File: config.mk
export PLATFORM = sky130hd
export DESIGN_NAME = block_pool_allocator
export DESIGN_NICKNAME = d
export VERILOG_FILES = /design/src/hw/rtl/bpa_pkg.sv /design/src/hw/rtl/block_pool_allocator.sv /design/src/hw/rtl/bpa_ram.sv /design/src/hw/rtl/bpa_div.sv /design/src/hw/rtl/bpa_dp.sv /design/src/hw/rtl/bpa_ctrl.sv
export SDC_FILE = /design/constraint.sdc
export NUM_CORES = 1
export LEC_CHECK = 0
export ABC_AREA = 1
export BUFFER_PORTS_ARGS = -buffer_cell sky130_fd_sc_hd__buf_2
export CAP_MARGIN = 20
export CORE_MARGIN = 1.5
export CORE_UTILIZATION = 30
export DETAILED_ROUTE_END_ITERATION = 7
export SYNTH_ARGS = -nofsm -noshare
export SYNTH_HDL_FRONTEND = slang
export SYNTH_SLANG_ARGS = --single-unit
File: constraint.sdc
create_clock -name clk_i -period 8.9 [get_ports clk_i]
set_clock_uncertainty 0.1 [all_clocks]
set_input_delay 0.89 -clock clk_i [delete_from_list [all_inputs] [get_ports clk_i]]
set_output_delay 0.89 -clock clk_i [all_outputs]
set_load 0.02 [all_outputs]
File: src/hw/rtl/bpa_pkg.sv
`default_nettype none

package bpa_pkg;

  // Pool geometry.
  localparam int POOL_BLOCKS = 256;
  localparam int AW          = $clog2(POOL_BLOCKS);      // block index width
  localparam int CW          = $clog2(POOL_BLOCKS + 1);  // block count width
  localparam int SUM_W       = CW + 1;                   // index plus count

  // Field and register widths.
  localparam int FUNC_W   = 2;
  localparam int SIZE_W   = 21;
  localparam int OFF_W    = 20;
  localparam int BB_W     = 13;
  localparam int BB_MAX   = 4096;
  localparam int BB_RESET = 8;

  // Divider: dividend is size plus block bytes minus one.
  localparam int DIV_W  = SIZE_W + 1;
  localparam int DCNT_W = $clog2(DIV_W + 1);

  // Block count times block bytes.
  localparam int PW    = CW + BB_W;
  localparam int CMP_W = (PW > OFF_W) ? PW : OFF_W;

  typedef enum logic [FUNC_W-1:0] {
    FUNC_ALLOC = 2'd0,
    FUNC_FREE  = 2'd1,
    FUNC_PROBE = 2'd2,
    FUNC_OWN   = 2'd3
  } func_e;

  typedef struct packed {
    func_e             func;
    logic [SIZE_W-1:0] size_bytes;
    logic [OFF_W-1:0]  offset_in;
  } req_t;

  typedef struct packed {
    logic             ok;
    logic [OFF_W-1:0] offset_out;
  } rsp_t;

  typedef enum logic {
    DIV_CAP = 1'b0,
    DIV_OFF = 1'b1
  } div_sel_e;

  typedef enum logic [1:0] {
    MUL_NB    = 2'd0,
    MUL_START = 2'd1,
    MUL_BUMP  = 2'd2
  } mul_sel_e;

  typedef enum logic [1:0] {
    WR_CLEAR = 2'd0,
    WR_ALLOC = 2'd1,
    WR_FREE  = 2'd2
  } wr_sel_e;

  typedef enum logic [1:0] {
    OK_NONE  = 2'd0,
    OK_PROBE = 2'd1,
    OK_OWN   = 2'd2
  } ok_src_e;

  typedef enum logic [4:0] {
    ST_CLR_LOAD,
    ST_CLR_RUN,
    ST_IDLE,
    ST_DIV_CAP,
    ST_WAIT_CAP,
    ST_ROUTE,
    ST_SCAN,
    ST_PROBE_END,
    ST_DECIDE,
    ST_MUL_RES,
    ST_WRITE,
    ST_DIV_OFF,
    ST_WAIT_OFF,
    ST_CHECK_FREE,
    ST_MUL_FREE,
    ST_FREE_BUMP,
    ST_MUL_OWN,
    ST_OWN_END,
    ST_RESP
  } ctrl_state_e;

  // Commands from the controller to the datapath.
  typedef struct packed {
    logic     load_req;
    logic     div_start;
    div_sel_e div_sel;
    logic     cap_load;
    logic     start_load;
    logic     scan_init;
    logic     scan_run;
    logic     decide;
    logic     free_apply;
    logic     mul_go;
    mul_sel_e mul_sel;
    logic     wr_load;
    wr_sel_e  wr_sel;
    logic     wr_run;
    ok_src_e  ok_set;
  } ctrl_cmd_t;

  // Status from the datapath to the controller.
  typedef struct packed {
    func_e func;
    logic  div_busy;
    logic  cap_ok;
    logic  scan_last;
    logic  alloc_ok;
    logic  free_ok;
    logic  wr_done;
  } dp_status_t;

endpackage

`default_nettype wire

File: src/hw/rtl/block_pool_allocator.sv
// Channel   Direction  Handshake                    Payload
// request   in         start / busy                 req_i (func, size_bytes, offset_in)
// result    out        done_o, one-cycle strobe     rsp_o (ok, offset_out)
// config    in         cfg_valid_i / cfg_ready_o    cfg_data_i (block_bytes)
//
// A request is taken when start is high and busy is low; busy stays high
// until the result strobe has gone by. Allocate and probe run a 22-step
// divider, then scan one bitmap entry per cycle through the map RAM read
// port; a granted allocate then writes its blocks to the map. Free runs the
// divider twice, then writes its blocks; ownership runs the divider once.
// After reset the map is cleared one entry per cycle with busy high;
// configuration transfers are taken at any time.
// The receiver cannot stall: each result is valid for the strobe cycle only.
`default_nettype none

module block_pool_allocator (
  input  logic                     clk_i,
  input  logic                     rst_ni,
  input  logic                     start,
  output logic                     busy,
  input  bpa_pkg::req_t            req_i,
  output logic                     done_o,
  output bpa_pkg::rsp_t            rsp_o,
  input  logic                     cfg_valid_i,
  output logic                     cfg_ready_o,
  input  logic [bpa_pkg::BB_W-1:0] cfg_data_i
);

  bpa_pkg::ctrl_cmd_t  cmd;
  bpa_pkg::dp_status_t status;

  // The block size register accepts a transfer in every cycle.
  assign cfg_ready_o = 1'b1;

  bpa_ctrl u_ctrl (
    .clk_i    (clk_i),
    .rst_ni   (rst_ni),
    .start_i  (start),
    .status_i (status),
    .cmd_o    (cmd),
    .busy_o   (busy),
    .done_o   (done_o)
  );

  bpa_dp u_dp (
    .clk_i      (clk_i),
    .rst_ni     (rst_ni),
    .req_i      (req_i),
    .cfg_we_i   (cfg_valid_i & cfg_ready_o),
    .cfg_data_i (cfg_data_i),
    .cmd_i      (cmd),
    .status_o   (status),
    .rsp_o      (rsp_o)
  );

endmodule

`default_nettype wire

File: src/hw/rtl/bpa_ram.sv
`default_nettype none

module bpa_ram #(
  parameter int WIDTH = 1,
  parameter int DEPTH = 256
) (
  input  logic                     clk_i,
  input  logic                     we_i,
  input  logic [$clog2(DEPTH)-1:0] waddr_i,
  input  logic [WIDTH-1:0]         wdata_i,
  input  logic [$clog2(DEPTH)-1:0] raddr_i,
  output logic [WIDTH-1:0]         rdata_o
);

  logic [WIDTH-1:0] mem_q [DEPTH];
  logic [WIDTH-1:0] rdata_q;

  // One write port, one registered read port.
  always_ff @(posedge clk_i) begin
    if (we_i) begin
      mem_q[waddr_i] <= wdata_i;
    end
    rdata_q <= mem_q[raddr_i];
  end

  assign rdata_o = rdata_q;

endmodule

`default_nettype wire

File: src/hw/rtl/bpa_div.sv
`default_nettype none

module bpa_div (
  input  logic                      clk_i,
  input  logic                      rst_ni,
  input  logic                      start_i,
  input  logic [bpa_pkg::DIV_W-1:0] num_i,
  input  logic [bpa_pkg::BB_W-1:0]  den_i,
  output logic                      busy_o,
  output logic [bpa_pkg::DIV_W-1:0] quo_o
);

  localparam int DIV_W  = bpa_pkg::DIV_W;
  localparam int BB_W   = bpa_pkg::BB_W;
  localparam int DCNT_W = bpa_pkg::DCNT_W;

  logic              busy_q, busy_d;
  logic [DCNT_W-1:0] cnt_q, cnt_d;
  logic [BB_W-1:0]   rem_q, rem_d;
  logic [DIV_W-1:0]  quo_q, quo_d;
  logic [BB_W:0]     trial;
  logic              fits;

  // Restoring division, one quotient bit per cycle. The caller must hold the
  // divisor stable for the whole operation; the divider does not enforce this.
  always_comb begin
    trial  = {rem_q, quo_q[DIV_W-1]};
    fits   = (trial >= {1'b0, den_i});
    busy_d = busy_q;
    cnt_d  = cnt_q;
    rem_d  = rem_q;
    quo_d  = quo_q;
    if (start_i) begin
      busy_d = 1'b1;
      cnt_d  = DCNT_W'(DIV_W);
      rem_d  = '0;
      quo_d  = num_i;
    end else if (busy_q) begin
      rem_d = fits ? BB_W'(trial - {1'b0, den_i}) : trial[BB_W-1:0];
      quo_d = {quo_q[DIV_W-2:0], fits};
      cnt_d = cnt_q - DCNT_W'(1);
      if (cnt_q == DCNT_W'(1)) begin
        busy_d = 1'b0;
      end
    end
  end

  // Step control.
  always_ff @(posedge clk_i or negedge rst_ni) begin
    if (!rst_ni) begin
      busy_q <= 1'b0;
      cnt_q  <= '0;
    end else begin
      busy_q <= busy_d;
      cnt_q  <= cnt_d;
    end
  end

  // Remainder and quotient shift register.
  always_ff @(posedge clk_i) begin
    rem_q <= rem_d;
    quo_q <= quo_d;
  end

  assign busy_o = busy_q;
  assign quo_o  = quo_q;

endmodule

`default_nettype wire

File: src/hw/rtl/bpa_dp.sv
`default_nettype none

module bpa_dp (
  input  logic                     clk_i,
  input  logic                     rst_ni,
  input  bpa_pkg::req_t            req_i,
  input  logic                     cfg_we_i,
  input  logic [bpa_pkg::BB_W-1:0] cfg_data_i,
  input  bpa_pkg::ctrl_cmd_t       cmd_i,
  output bpa_pkg::dp_status_t      status_o,
  output bpa_pkg::rsp_t            rsp_o
);

  localparam int NB     = bpa_pkg::POOL_BLOCKS;
  localparam int AW     = bpa_pkg::AW;
  localparam int CW     = bpa_pkg::CW;
  localparam int SUM_W  = bpa_pkg::SUM_W;
  localparam int SIZE_W = bpa_pkg::SIZE_W;
  localparam int OFF_W  = bpa_pkg::OFF_W;
  localparam int BB_W   = bpa_pkg::BB_W;
  localparam int DIV_W  = bpa_pkg::DIV_W;
  localparam int PW     = bpa_pkg::PW;
  localparam int CMP_W  = bpa_pkg::CMP_W;

  // Request and configuration.
  logic [BB_W-1:0]   cfg_q;
  logic [BB_W-1:0]   bb_eff;
  bpa_pkg::func_e    func_q;
  logic [SIZE_W-1:0] size_q;
  logic [OFF_W-1:0]  offs_q;

  // Division results.
  logic [DIV_W-1:0] cap_q, cap_d;
  logic [OFF_W-1:0] start_q, start_d;
  logic [CW-1:0]    cap_c;

  // Bitmap scan.
  logic [CW-1:0] addr_q, addr_d;
  logic          rd_vld_q, rd_vld_d;
  logic [AW-1:0] rd_idx_q;
  logic [CW-1:0] run_q, run_d, run_inc;
  logic          ff_found_q, ff_found_d;
  logic [AW-1:0] ff_start_q, ff_start_d;
  logic          bump_bad_q, bump_bad_d;
  logic          issue;

  // Bump index and write pass.
  logic [CW-1:0]    bump_q, bump_d;
  logic [SUM_W-1:0] idx_w, bump_w, bump_end;
  logic             bump_fit;
  logic [AW-1:0]    wr_addr_q, wr_addr_d;
  logic [CW-1:0]    wr_left_q, wr_left_d;
  logic             wr_val_q, wr_val_d;

  // Multiplier and result.
  logic [CW-1:0]    mul_a;
  logic [PW-1:0]    prod_q;
  logic [CMP_W-1:0] prod_ext, offs_ext;
  logic             ok_q, ok_d;
  logic             alloc_ok, free_ok;
  logic [DIV_W-1:0] start_w;

  // Divider hookup.
  logic             div_busy;
  logic [DIV_W-1:0] div_num, div_quo;

  // Bitmap memory.
  logic          ram_we;
  logic [AW-1:0] ram_waddr;
  logic          ram_wdata;
  logic          ram_rdata;

  // Effective block size: zero acts as one, large values clamp.
  always_comb begin
    if (cfg_q == '0) begin
      bb_eff = BB_W'(1);
    end else if (cfg_q > BB_W'(bpa_pkg::BB_MAX)) begin
      bb_eff = BB_W'(bpa_pkg::BB_MAX);
    end else begin
      bb_eff = cfg_q;
    end
  end

  // Dividend for the block count or for the first block of a free.
  assign div_num = (cmd_i.div_sel == bpa_pkg::DIV_CAP) ?
                   (DIV_W'(size_q) + DIV_W'(bb_eff) - DIV_W'(1)) : DIV_W'(offs_q);

  bpa_div u_div (
    .clk_i   (clk_i),
    .rst_ni  (rst_ni),
    .start_i (cmd_i.div_start),
    .num_i   (div_num),
    .den_i   (bb_eff),
    .busy_o  (div_busy),
    .quo_o   (div_quo)
  );

  bpa_ram #(
    .WIDTH (1),
    .DEPTH (NB)
  ) u_map (
    .clk_i   (clk_i),
    .we_i    (ram_we),
    .waddr_i (ram_waddr),
    .wdata_i (ram_wdata),
    .raddr_i (addr_q[AW-1:0]),
    .rdata_o (ram_rdata)
  );

  // Derived values.
  assign cap_c    = cap_q[CW-1:0];
  assign idx_w    = SUM_W'(rd_idx_q);
  assign bump_w   = SUM_W'(bump_q);
  assign bump_end = bump_w + SUM_W'(cap_c);
  assign bump_fit = !bump_bad_q && (bump_end <= SUM_W'(NB));
  assign alloc_ok = bump_fit || ff_found_q;
  assign start_w  = DIV_W'(start_q);
  assign free_ok  = (cap_q != '0) && (start_w <= DIV_W'(NB)) &&
                    (cap_q <= DIV_W'(NB) - start_w);
  assign issue    = cmd_i.scan_run && (addr_q != CW'(NB));
  assign run_inc  = run_q + CW'(1);
  assign prod_ext = CMP_W'(prod_q);
  assign offs_ext = CMP_W'(offs_q);

  // Multiplier operand.
  always_comb begin
    case (cmd_i.mul_sel)
      bpa_pkg::MUL_NB:    mul_a = CW'(NB);
      bpa_pkg::MUL_START: mul_a = CW'(start_q[AW-1:0]);
      bpa_pkg::MUL_BUMP:  mul_a = bump_q - cap_c;
      default:            mul_a = '0;
    endcase
  end

  // Scan, decision, write pass and result flag.
  always_comb begin
    cap_d      = cap_q;
    start_d    = start_q;
    addr_d     = addr_q;
    rd_vld_d   = issue;
    run_d      = run_q;
    ff_found_d = ff_found_q;
    ff_start_d = ff_start_q;
    bump_bad_d = bump_bad_q;
    bump_d     = bump_q;
    wr_addr_d  = wr_addr_q;
    wr_left_d  = wr_left_q;
    wr_val_d   = wr_val_q;
    ok_d       = ok_q;
    ram_we     = 1'b0;
    ram_waddr  = wr_addr_q;
    ram_wdata  = wr_val_q;

    if (cmd_i.cap_load) begin
      cap_d = div_quo;
    end
    if (cmd_i.start_load) begin
      start_d = div_quo[OFF_W-1:0];
    end

    // Walk the map one entry per cycle; the read data is registered in the map RAM.
    if (issue) begin
      addr_d = addr_q + CW'(1);
    end
    if (rd_vld_q) begin
      if (ram_rdata) begin
        run_d = run_inc;
        if (!ff_found_q && (run_inc == cap_c)) begin
          ff_found_d = 1'b1;
          ff_start_d = AW'(idx_w + SUM_W'(1) - SUM_W'(cap_c));
        end
      end else begin
        run_d = '0;
        if ((idx_w >= bump_w) && (idx_w < bump_end)) begin
          bump_bad_d = 1'b1;
        end
      end
    end
    if (cmd_i.scan_init) begin
      addr_d     = '0;
      rd_vld_d   = 1'b0;
      run_d      = '0;
      ff_found_d = 1'b0;
      bump_bad_d = 1'b0;
    end

    // Allocation: prefer the bump index, else the first fit.
    if (cmd_i.decide) begin
      ok_d = alloc_ok;
      if (bump_fit) begin
        start_d = OFF_W'(bump_q);
        bump_d  = CW'(bump_end);
      end else begin
        start_d = OFF_W'(ff_start_q);
      end
    end

    // Free: pull the bump index back when the region ends at it.
    if (cmd_i.free_apply) begin
      ok_d = 1'b1;
      if ((bump_q >= cap_c) && (offs_ext == prod_ext)) begin
        bump_d = bump_q - cap_c;
      end
    end

    case (cmd_i.ok_set)
      bpa_pkg::OK_PROBE: ok_d = ff_found_q;
      bpa_pkg::OK_OWN:   ok_d = (offs_ext < prod_ext);
      default:           ;
    endcase
    if (cmd_i.load_req) begin
      ok_d = 1'b0;
    end

    // Write pass over a run of map entries.
    if (cmd_i.wr_load) begin
      case (cmd_i.wr_sel)
        bpa_pkg::WR_CLEAR: begin
          wr_addr_d = '0;
          wr_left_d = CW'(NB);
          wr_val_d  = 1'b1;
        end
        bpa_pkg::WR_ALLOC: begin
          wr_addr_d = start_q[AW-1:0];
          wr_left_d = cap_c;
          wr_val_d  = 1'b0;
        end
        default: begin
          wr_addr_d = start_q[AW-1:0];
          wr_left_d = cap_c;
          wr_val_d  = 1'b1;
        end
      endcase
    end else if (cmd_i.wr_run && (wr_left_q != '0)) begin
      ram_we    = 1'b1;
      wr_addr_d = wr_addr_q + AW'(1);
      wr_left_d = wr_left_q - CW'(1);
    end
  end

  // Control state.
  always_ff @(posedge clk_i or negedge rst_ni) begin
    if (!rst_ni) begin
      cfg_q      <= BB_W'(bpa_pkg::BB_RESET);
      bump_q     <= '0;
      addr_q     <= '0;
      rd_vld_q   <= 1'b0;
      ff_found_q <= 1'b0;
      wr_addr_q  <= '0;
      wr_left_q  <= '0;
      ok_q       <= 1'b0;
    end else begin
      if (cfg_we_i) begin
        cfg_q <= cfg_data_i;
      end
      bump_q     <= bump_d;
      addr_q     <= addr_d;
      rd_vld_q   <= rd_vld_d;
      ff_found_q <= ff_found_d;
      wr_addr_q  <= wr_addr_d;
      wr_left_q  <= wr_left_d;
      ok_q       <= ok_d;
    end
  end

  // Payload registers.
  always_ff @(posedge clk_i) begin
    if (cmd_i.load_req) begin
      func_q <= req_i.func;
      size_q <= req_i.size_bytes;
      offs_q <= req_i.offset_in;
    end
    if (cmd_i.mul_go) begin
      prod_q <= PW'(mul_a) * PW'(bb_eff);
    end
    cap_q      <= cap_d;
    start_q    <= start_d;
    rd_idx_q   <= addr_q[AW-1:0];
    run_q      <= run_d;
    ff_start_q <= ff_start_d;
    bump_bad_q <= bump_bad_d;
    wr_val_q   <= wr_val_d;
  end

  // Status and result.
  assign status_o.func      = func_q;
  assign status_o.div_busy  = div_busy;
  assign status_o.cap_ok    = (cap_q != '0) && (cap_q <= DIV_W'(NB));
  assign status_o.scan_last = rd_vld_q && (rd_idx_q == AW'(NB - 1));
  assign status_o.alloc_ok  = alloc_ok;
  assign status_o.free_ok   = free_ok;
  assign status_o.wr_done   = (wr_left_q == '0);

  assign rsp_o.ok         = ok_q;
  assign rsp_o.offset_out = ((func_q == bpa_pkg::FUNC_ALLOC) && ok_q) ?
                            prod_ext[OFF_W-1:0] : '0;

  // The bump index never passes the end of the pool.
  a_bump_range: assert property (@(posedge clk_i) disable iff (!rst_ni)
    bump_q <= CW'(NB))
    else $error("bump index beyond pool");

  // A write pass never runs past the last block.
  a_wr_range: assert property (@(posedge clk_i) disable iff (!rst_ni)
    (wr_left_q != '0) |-> (SUM_W'(wr_addr_q) + SUM_W'(wr_left_q) <= SUM_W'(NB)))
    else $error("write pass runs past pool end");

endmodule

`default_nettype wire

File: src/hw/rtl/bpa_ctrl.sv
`default_nettype none

module bpa_ctrl (
  input  logic                clk_i,
  input  logic                rst_ni,
  input  logic                start_i,
  input  bpa_pkg::dp_status_t status_i,
  output bpa_pkg::ctrl_cmd_t  cmd_o,
  output logic                busy_o,
  output logic                done_o
);

  bpa_pkg::ctrl_state_e state_q, state_d;

  // Next state.
  always_comb begin
    state_d = state_q;
    case (state_q)
      bpa_pkg::ST_CLR_LOAD: state_d = bpa_pkg::ST_CLR_RUN;
      bpa_pkg::ST_CLR_RUN: begin
        if (status_i.wr_done) state_d = bpa_pkg::ST_IDLE;
      end
      bpa_pkg::ST_IDLE: begin
        if (start_i) state_d = bpa_pkg::ST_DIV_CAP;
      end
      bpa_pkg::ST_DIV_CAP: state_d = bpa_pkg::ST_WAIT_CAP;
      bpa_pkg::ST_WAIT_CAP: begin
        if (!status_i.div_busy) state_d = bpa_pkg::ST_ROUTE;
      end
      bpa_pkg::ST_ROUTE: begin
        case (status_i.func)
          bpa_pkg::FUNC_ALLOC,
          bpa_pkg::FUNC_PROBE: begin
            state_d = status_i.cap_ok ? bpa_pkg::ST_SCAN : bpa_pkg::ST_RESP;
          end
          bpa_pkg::FUNC_FREE: state_d = bpa_pkg::ST_DIV_OFF;
          default:            state_d = bpa_pkg::ST_MUL_OWN;
        endcase
      end
      bpa_pkg::ST_SCAN: begin
        if (status_i.scan_last) begin
          state_d = (status_i.func == bpa_pkg::FUNC_ALLOC) ?
                    bpa_pkg::ST_DECIDE : bpa_pkg::ST_PROBE_END;
        end
      end
      bpa_pkg::ST_PROBE_END: state_d = bpa_pkg::ST_RESP;
      bpa_pkg::ST_DECIDE: begin
        state_d = status_i.alloc_ok ? bpa_pkg::ST_MUL_RES : bpa_pkg::ST_RESP;
      end
      bpa_pkg::ST_MUL_RES: state_d = bpa_pkg::ST_WRITE;
      bpa_pkg::ST_WRITE: begin
        if (status_i.wr_done) state_d = bpa_pkg::ST_RESP;
      end
      bpa_pkg::ST_DIV_OFF: state_d = bpa_pkg::ST_WAIT_OFF;
      bpa_pkg::ST_WAIT_OFF: begin
        if (!status_i.div_busy) state_d = bpa_pkg::ST_CHECK_FREE;
      end
      bpa_pkg::ST_CHECK_FREE: begin
        state_d = status_i.free_ok ? bpa_pkg::ST_MUL_FREE : bpa_pkg::ST_RESP;
      end
      bpa_pkg::ST_MUL_FREE:  state_d = bpa_pkg::ST_FREE_BUMP;
      bpa_pkg::ST_FREE_BUMP: state_d = bpa_pkg::ST_WRITE;
      bpa_pkg::ST_MUL_OWN:   state_d = bpa_pkg::ST_OWN_END;
      bpa_pkg::ST_OWN_END:   state_d = bpa_pkg::ST_RESP;
      bpa_pkg::ST_RESP:      state_d = bpa_pkg::ST_IDLE;
      default:               state_d = bpa_pkg::ST_IDLE;
    endcase
  end

  // Commands for each state.
  always_comb begin
    cmd_o  = '0;
    busy_o = (state_q != bpa_pkg::ST_IDLE);
    done_o = (state_q == bpa_pkg::ST_RESP);
    case (state_q)
      bpa_pkg::ST_CLR_LOAD: begin
        cmd_o.wr_load = 1'b1;
        cmd_o.wr_sel  = bpa_pkg::WR_CLEAR;
      end
      bpa_pkg::ST_CLR_RUN: cmd_o.wr_run = 1'b1;
      bpa_pkg::ST_IDLE:    cmd_o.load_req = start_i;
      bpa_pkg::ST_DIV_CAP: begin
        cmd_o.div_start = 1'b1;
        cmd_o.div_sel   = bpa_pkg::DIV_CAP;
      end
      bpa_pkg::ST_WAIT_CAP: cmd_o.cap_load = !status_i.div_busy;
      bpa_pkg::ST_ROUTE:    cmd_o.scan_init = 1'b1;
      bpa_pkg::ST_SCAN:     cmd_o.scan_run = 1'b1;
      bpa_pkg::ST_PROBE_END: cmd_o.ok_set = bpa_pkg::OK_PROBE;
      bpa_pkg::ST_DECIDE:   cmd_o.decide = 1'b1;
      bpa_pkg::ST_MUL_RES: begin
        cmd_o.mul_go  = 1'b1;
        cmd_o.mul_sel = bpa_pkg::MUL_START;
        cmd_o.wr_load = 1'b1;
        cmd_o.wr_sel  = bpa_pkg::WR_ALLOC;
      end
      bpa_pkg::ST_WRITE: cmd_o.wr_run = 1'b1;
      bpa_pkg::ST_DIV_OFF: begin
        cmd_o.div_start = 1'b1;
        cmd_o.div_sel   = bpa_pkg::DIV_OFF;
      end
      bpa_pkg::ST_WAIT_OFF: cmd_o.start_load = !status_i.div_busy;
      bpa_pkg::ST_MUL_FREE: begin
        cmd_o.mul_go  = 1'b1;
        cmd_o.mul_sel = bpa_pkg::MUL_BUMP;
        cmd_o.wr_load = 1'b1;
        cmd_o.wr_sel  = bpa_pkg::WR_FREE;
      end
      bpa_pkg::ST_FREE_BUMP: cmd_o.free_apply = 1'b1;
      bpa_pkg::ST_MUL_OWN: begin
        cmd_o.mul_go  = 1'b1;
        cmd_o.mul_sel = bpa_pkg::MUL_NB;
      end
      bpa_pkg::ST_OWN_END: cmd_o.ok_set = bpa_pkg::OK_OWN;
      default: ;
    endcase
  end

  // State register; reset starts the map clearing pass.
  always_ff @(posedge clk_i or negedge rst_ni) begin
    if (!rst_ni) begin
      state_q <= bpa_pkg::ST_CLR_LOAD;
    end else begin
      state_q <= state_d;
    end
  end

  // An accepted request keeps the block busy in the next cycle.
  a_accept_busy: assert property (@(posedge clk_i) disable iff (!rst_ni)
    (start_i && !busy_o) |=> busy_o)
    else $error("request accepted but block not busy");

  // Each request gives a single one-cycle result strobe.
  a_done_pulse: assert property (@(posedge clk_i) disable iff (!rst_ni)
    done_o |=> (!done_o && !busy_o))
    else $error("result strobe longer than one cycle");

  // The map is only scanned once the divider has finished.
  a_scan_after_div: assert property (@(posedge clk_i) disable iff (!rst_ni)
    (state_q == bpa_pkg::ST_SCAN) |-> !status_i.div_busy)
    else $error("scan while divider busy");

endmodule

`default_nettype wire

==> results.json <==
{
  "status": "completed",
  "antenna_found_initial": 0,
  "timing.final.crit_period_ns": 6.681,
  "whs_ns": 0.3172,
  "critPathMaxStageDelay_ns": 0.56,
  "start_util": 0.3017,
  "clock_latency_ns": 0.67,
  "coreArea_mm2": 0.09986,
  "setup_slack_ns": 2.219,
  "vias": 23671,
  "ys_seq_area_frac": 0.4655,
  "cp_top_family": "adder cells",
  "dr.pass1.iters": 5,
  "globalplace.congestion": 0.9083,
  "postCtsSetupRepairBufs": 0,
  "tightest_slew_ns": 1.119,
  "rows": 116,
  "hp-start": "req_i[14]",
  "ir_worst_vdd_mv": 0.2787,
  "critPathLaunchType": "flip-flop",
  "grt_pass1_wl_mm": 132.6,
  "rr_startpoint": "u_dp.bump_q[0]$_DFF_PN0_",
  "cts_tree": "done",
  "ys_async_sr_fraction": 0.1270,
  "hold_viol_final": 0,
  "post-place-ws_ns": 2.270,
  "yosys_register_bits": 488,
  "tns_ns": 0,
  "synth_edf_count": 394,
  "cts_buffer_depth": 3,
  "antenna_cells": 0,
  "fin_crit_sh": 0.7507,
  "wl_per_cell_um": 17.95,
  "p_per_area_mw_per_mm2": 258.9,
  "gr-total-overflow": 0,
  "synth_ff_type": "edfxtp_1",
  "syn_area_mm2": 0.03013,
  "hold_class": "in2reg",
  "critPathMaxFanout": 9,
  "cap_violations": 0,
  "cpMostUsedCell": "inv_1",
  "critPathLaunch": "u_dp.bump_q[0]$_DFF_PN0_",
  "cts_resized": 0,
  "grt_setup_unrepaired": "no",
  "cp.arrival_ns": 6.97,
  "path_buf_inv": 7,
  "nets": 3794,
  "die_area_mm2": 0.1023,
  "power_mw": 8.735,
  "cts_root_buf": "clkbuf_16",
  "p_leak_nw": 13.82,
  "synthCells": 3426,
  "grt_max_degree": 257,
  "dp_cells": 4704,
  "synth_cell_types": 62,
  "cp_data_required_time_ns": 9.19,
  "drc": 0,
  "drive_above_1_share": 0.07635,
  "grt_pass1_vias": 23061,
  "cts_made_buffers": 55,
  "syn_nets": 3756,
  "htreeDepth": 2,
  "dpl.hpwl_mm": 60.96,
  "ant_nets": 0,
  "wl_mm": 86.28,
  "holdBufCountCts": 0,
  "slowest_stage": "fa_1",
  "cts.sinks": 488,
  "clk_pin_slew_worst_paths_ns": 0.07,
  "max_freq_mhz": 149.7,
  "crit_type": "reg2reg",
  "syn_area_per_cell_um2": 8.794,
  "drtIter0Drc": 2119,
  "instances_no_fill": 4808,
  "chipHeight_um": 319.9,
  "end_kind": "flip-flop",
  "fp.dieW_um": 319.9,
  "syn_to_final_growth_pct": 12.00,
  "vias_per_cell": 4.923,
  "io_buffer_count": 82,
  "setup_viol": 0,
  "drv_slew": 0,
  "slew_headroom": 0.2522,
  "grt_usage": 0.1661,
  "n_fill_cell": 10341,
  "ioPinCount": 84,
  "synth_warnings": 0
}
-- registers in the layout (all words and copies together), names as in the netlist, 2 cells and up --
name and flops:
u_dp.addr_q 9, u_ctrl.state_q 5, u_dp.run_q 9, u_dp.bump_q 9, u_dp.ram_waddr 8, u_dp.wr_left_q 9
u_dp.offs_q 20, u_dp.func_q 2, u_dp.prod_ext 22, u_dp.u_div.quo_o 22, u_dp.ff_start_q 8, u_dp.u_div.rem_q 13
u_dp.u_map.mem_q 256, u_dp.size_q 21, u_dp.start_q 20, u_dp.cap_q 22, u_dp.cfg_q 13, u_dp.u_div.cnt_q 5
u_dp.rd_idx_q 8
-- where the power goes --
group | leakage (nW) | internal (mW) | switching (mW)
Combinational | 8.32 | 1.01 | 2.23
Sequential | 4.56 | 2.82 | 0.314
Clock | 0.933 | 1.35 | 1.01
-- metal layers --
| layer | wire (µm) | part of all wire | global-route usage | vias to the layer above |
|---|---|---|---|---|
| met2 | 39890 | 0.46 | 0.2743 | 698 |
| met3 | 5283 | 0.061 | 0.02508 | 164 |
| li1 | - | - | - | 11458 |
| met5 | 0 | 0 | 0 | - |
| met1 | 38040 | 0.44 | 0.2205 | 11351 |
| met4 | 3067 | 0.036 | 0.05972 | 0 |
-- worst paths after layout --
path,to,slack [ns],depth (start not counted)
worst min register to register,u_dp.cap_q[8]$_DFFE_PP_,0.35,0
worst max register to register,u_dp.prod_ext[17]$_DFFE_PN_,2.22,30
min in group asynchronous,u_dp.cfg_q[0]$_DFFE_PN0P_,0.38,2
max in group asynchronous,u_dp.addr_q[0]$_DFFE_PN0P_,7.60,2
worst min-delay path,u_dp.offs_q[14]$_DFFE_PP_,0.32,1
worst max-delay path,u_dp.prod_ext[17]$_DFFE_PN_,2.22,30
-- layout make-up --
class	instances	area, µm²	share of cell area
Tap cell	1298	1624	0.04813
Sequential cell	488	14030	0.4158
Clock inverter	36	367.9	0.01090
Timing Repair Buffer	105	595.6	0.01765
Inverter	442	1660	0.04920
Multi-Input combinational cell	2372	13910	0.4122
Clock buffer	67	1558	0.04616
-- per-stage QoR --
step	cell area [µm²]	utilization
after detailed placement	31810	0.3186
after global placement	31810	0.3186
after global routing	33740	0.3379
after floorplan	30130	-
final	33740	0.3379
after CTS	33740	0.3378
-- cell usage after synthesis (all sizes together), types with 8 or more instances --
cell type | n | area share
nor2 | 681 | 0.086
nand2 | 554 | 0.071
inv | 437 | 0.054
edfxtp | 394 | 0.39
o21ai | 254 | 0.043
ha | 187 | 0.078
nand3 | 139 | 0.024
a21oi | 133 | 0.022
fa | 83 | 0.055
clkbuf | 69 | 0.0086
dfrtp | 61 | 0.051
buf | 55 | 0.0096
o211ai | 55 | 0.014
xor2 | 54 | 0.016
nand4 | 44 | 0.0091
o22ai | 36 | 0.0075
dfxtp | 32 | 0.021
nor3 | 32 | 0.0071
nor4 | 22 | 0.0046
xnor2 | 18 | 0.0052
or2 | 15 | 0.0031
o21bai | 8 | 0.0020
-- cells in the final DEF (no fill, tap or decap), types with 44 or more instances in the layout --
| cell type | count |
|---|---|
| nor2_1 | 671 |
| nand2_1 | 535 |
| inv_1 | 428 |
| edfxtp_1 | 394 |
| o21ai_0 | 239 |
| ha_1 | 187 |
| nand3_1 | 136 |
| a21oi_1 | 133 |
| fa_1 | 83 |
| buf_2 | 82 |
| clkbuf_16 | 60 |
| dfrtp_1 | 59 |
| o211ai_1 | 55 |
| xor2_1 | 53 |
| nand4_1 | 44 |
-- logic make-up (layout without fill, tap and decap cells) --
| logic type | after synthesis | in the layout | share of synthesized area |
|---|---|---|---|
| simple gates | 1493 | 1493 | 0.2058 |
| buf+inv | 566 | 650 | 0.07326 |
| compound gates | 536 | 536 | 0.1013 |
| flops | 488 | 488 | 0.4655 |
| fa+ha+maj | 270 | 270 | 0.1328 |
| xor+xnor | 72 | 72 | 0.02118 |
| other cells | 1 | 1 | 0.0001245 |
No activity file was read; power rests on OpenSTA's default activity.
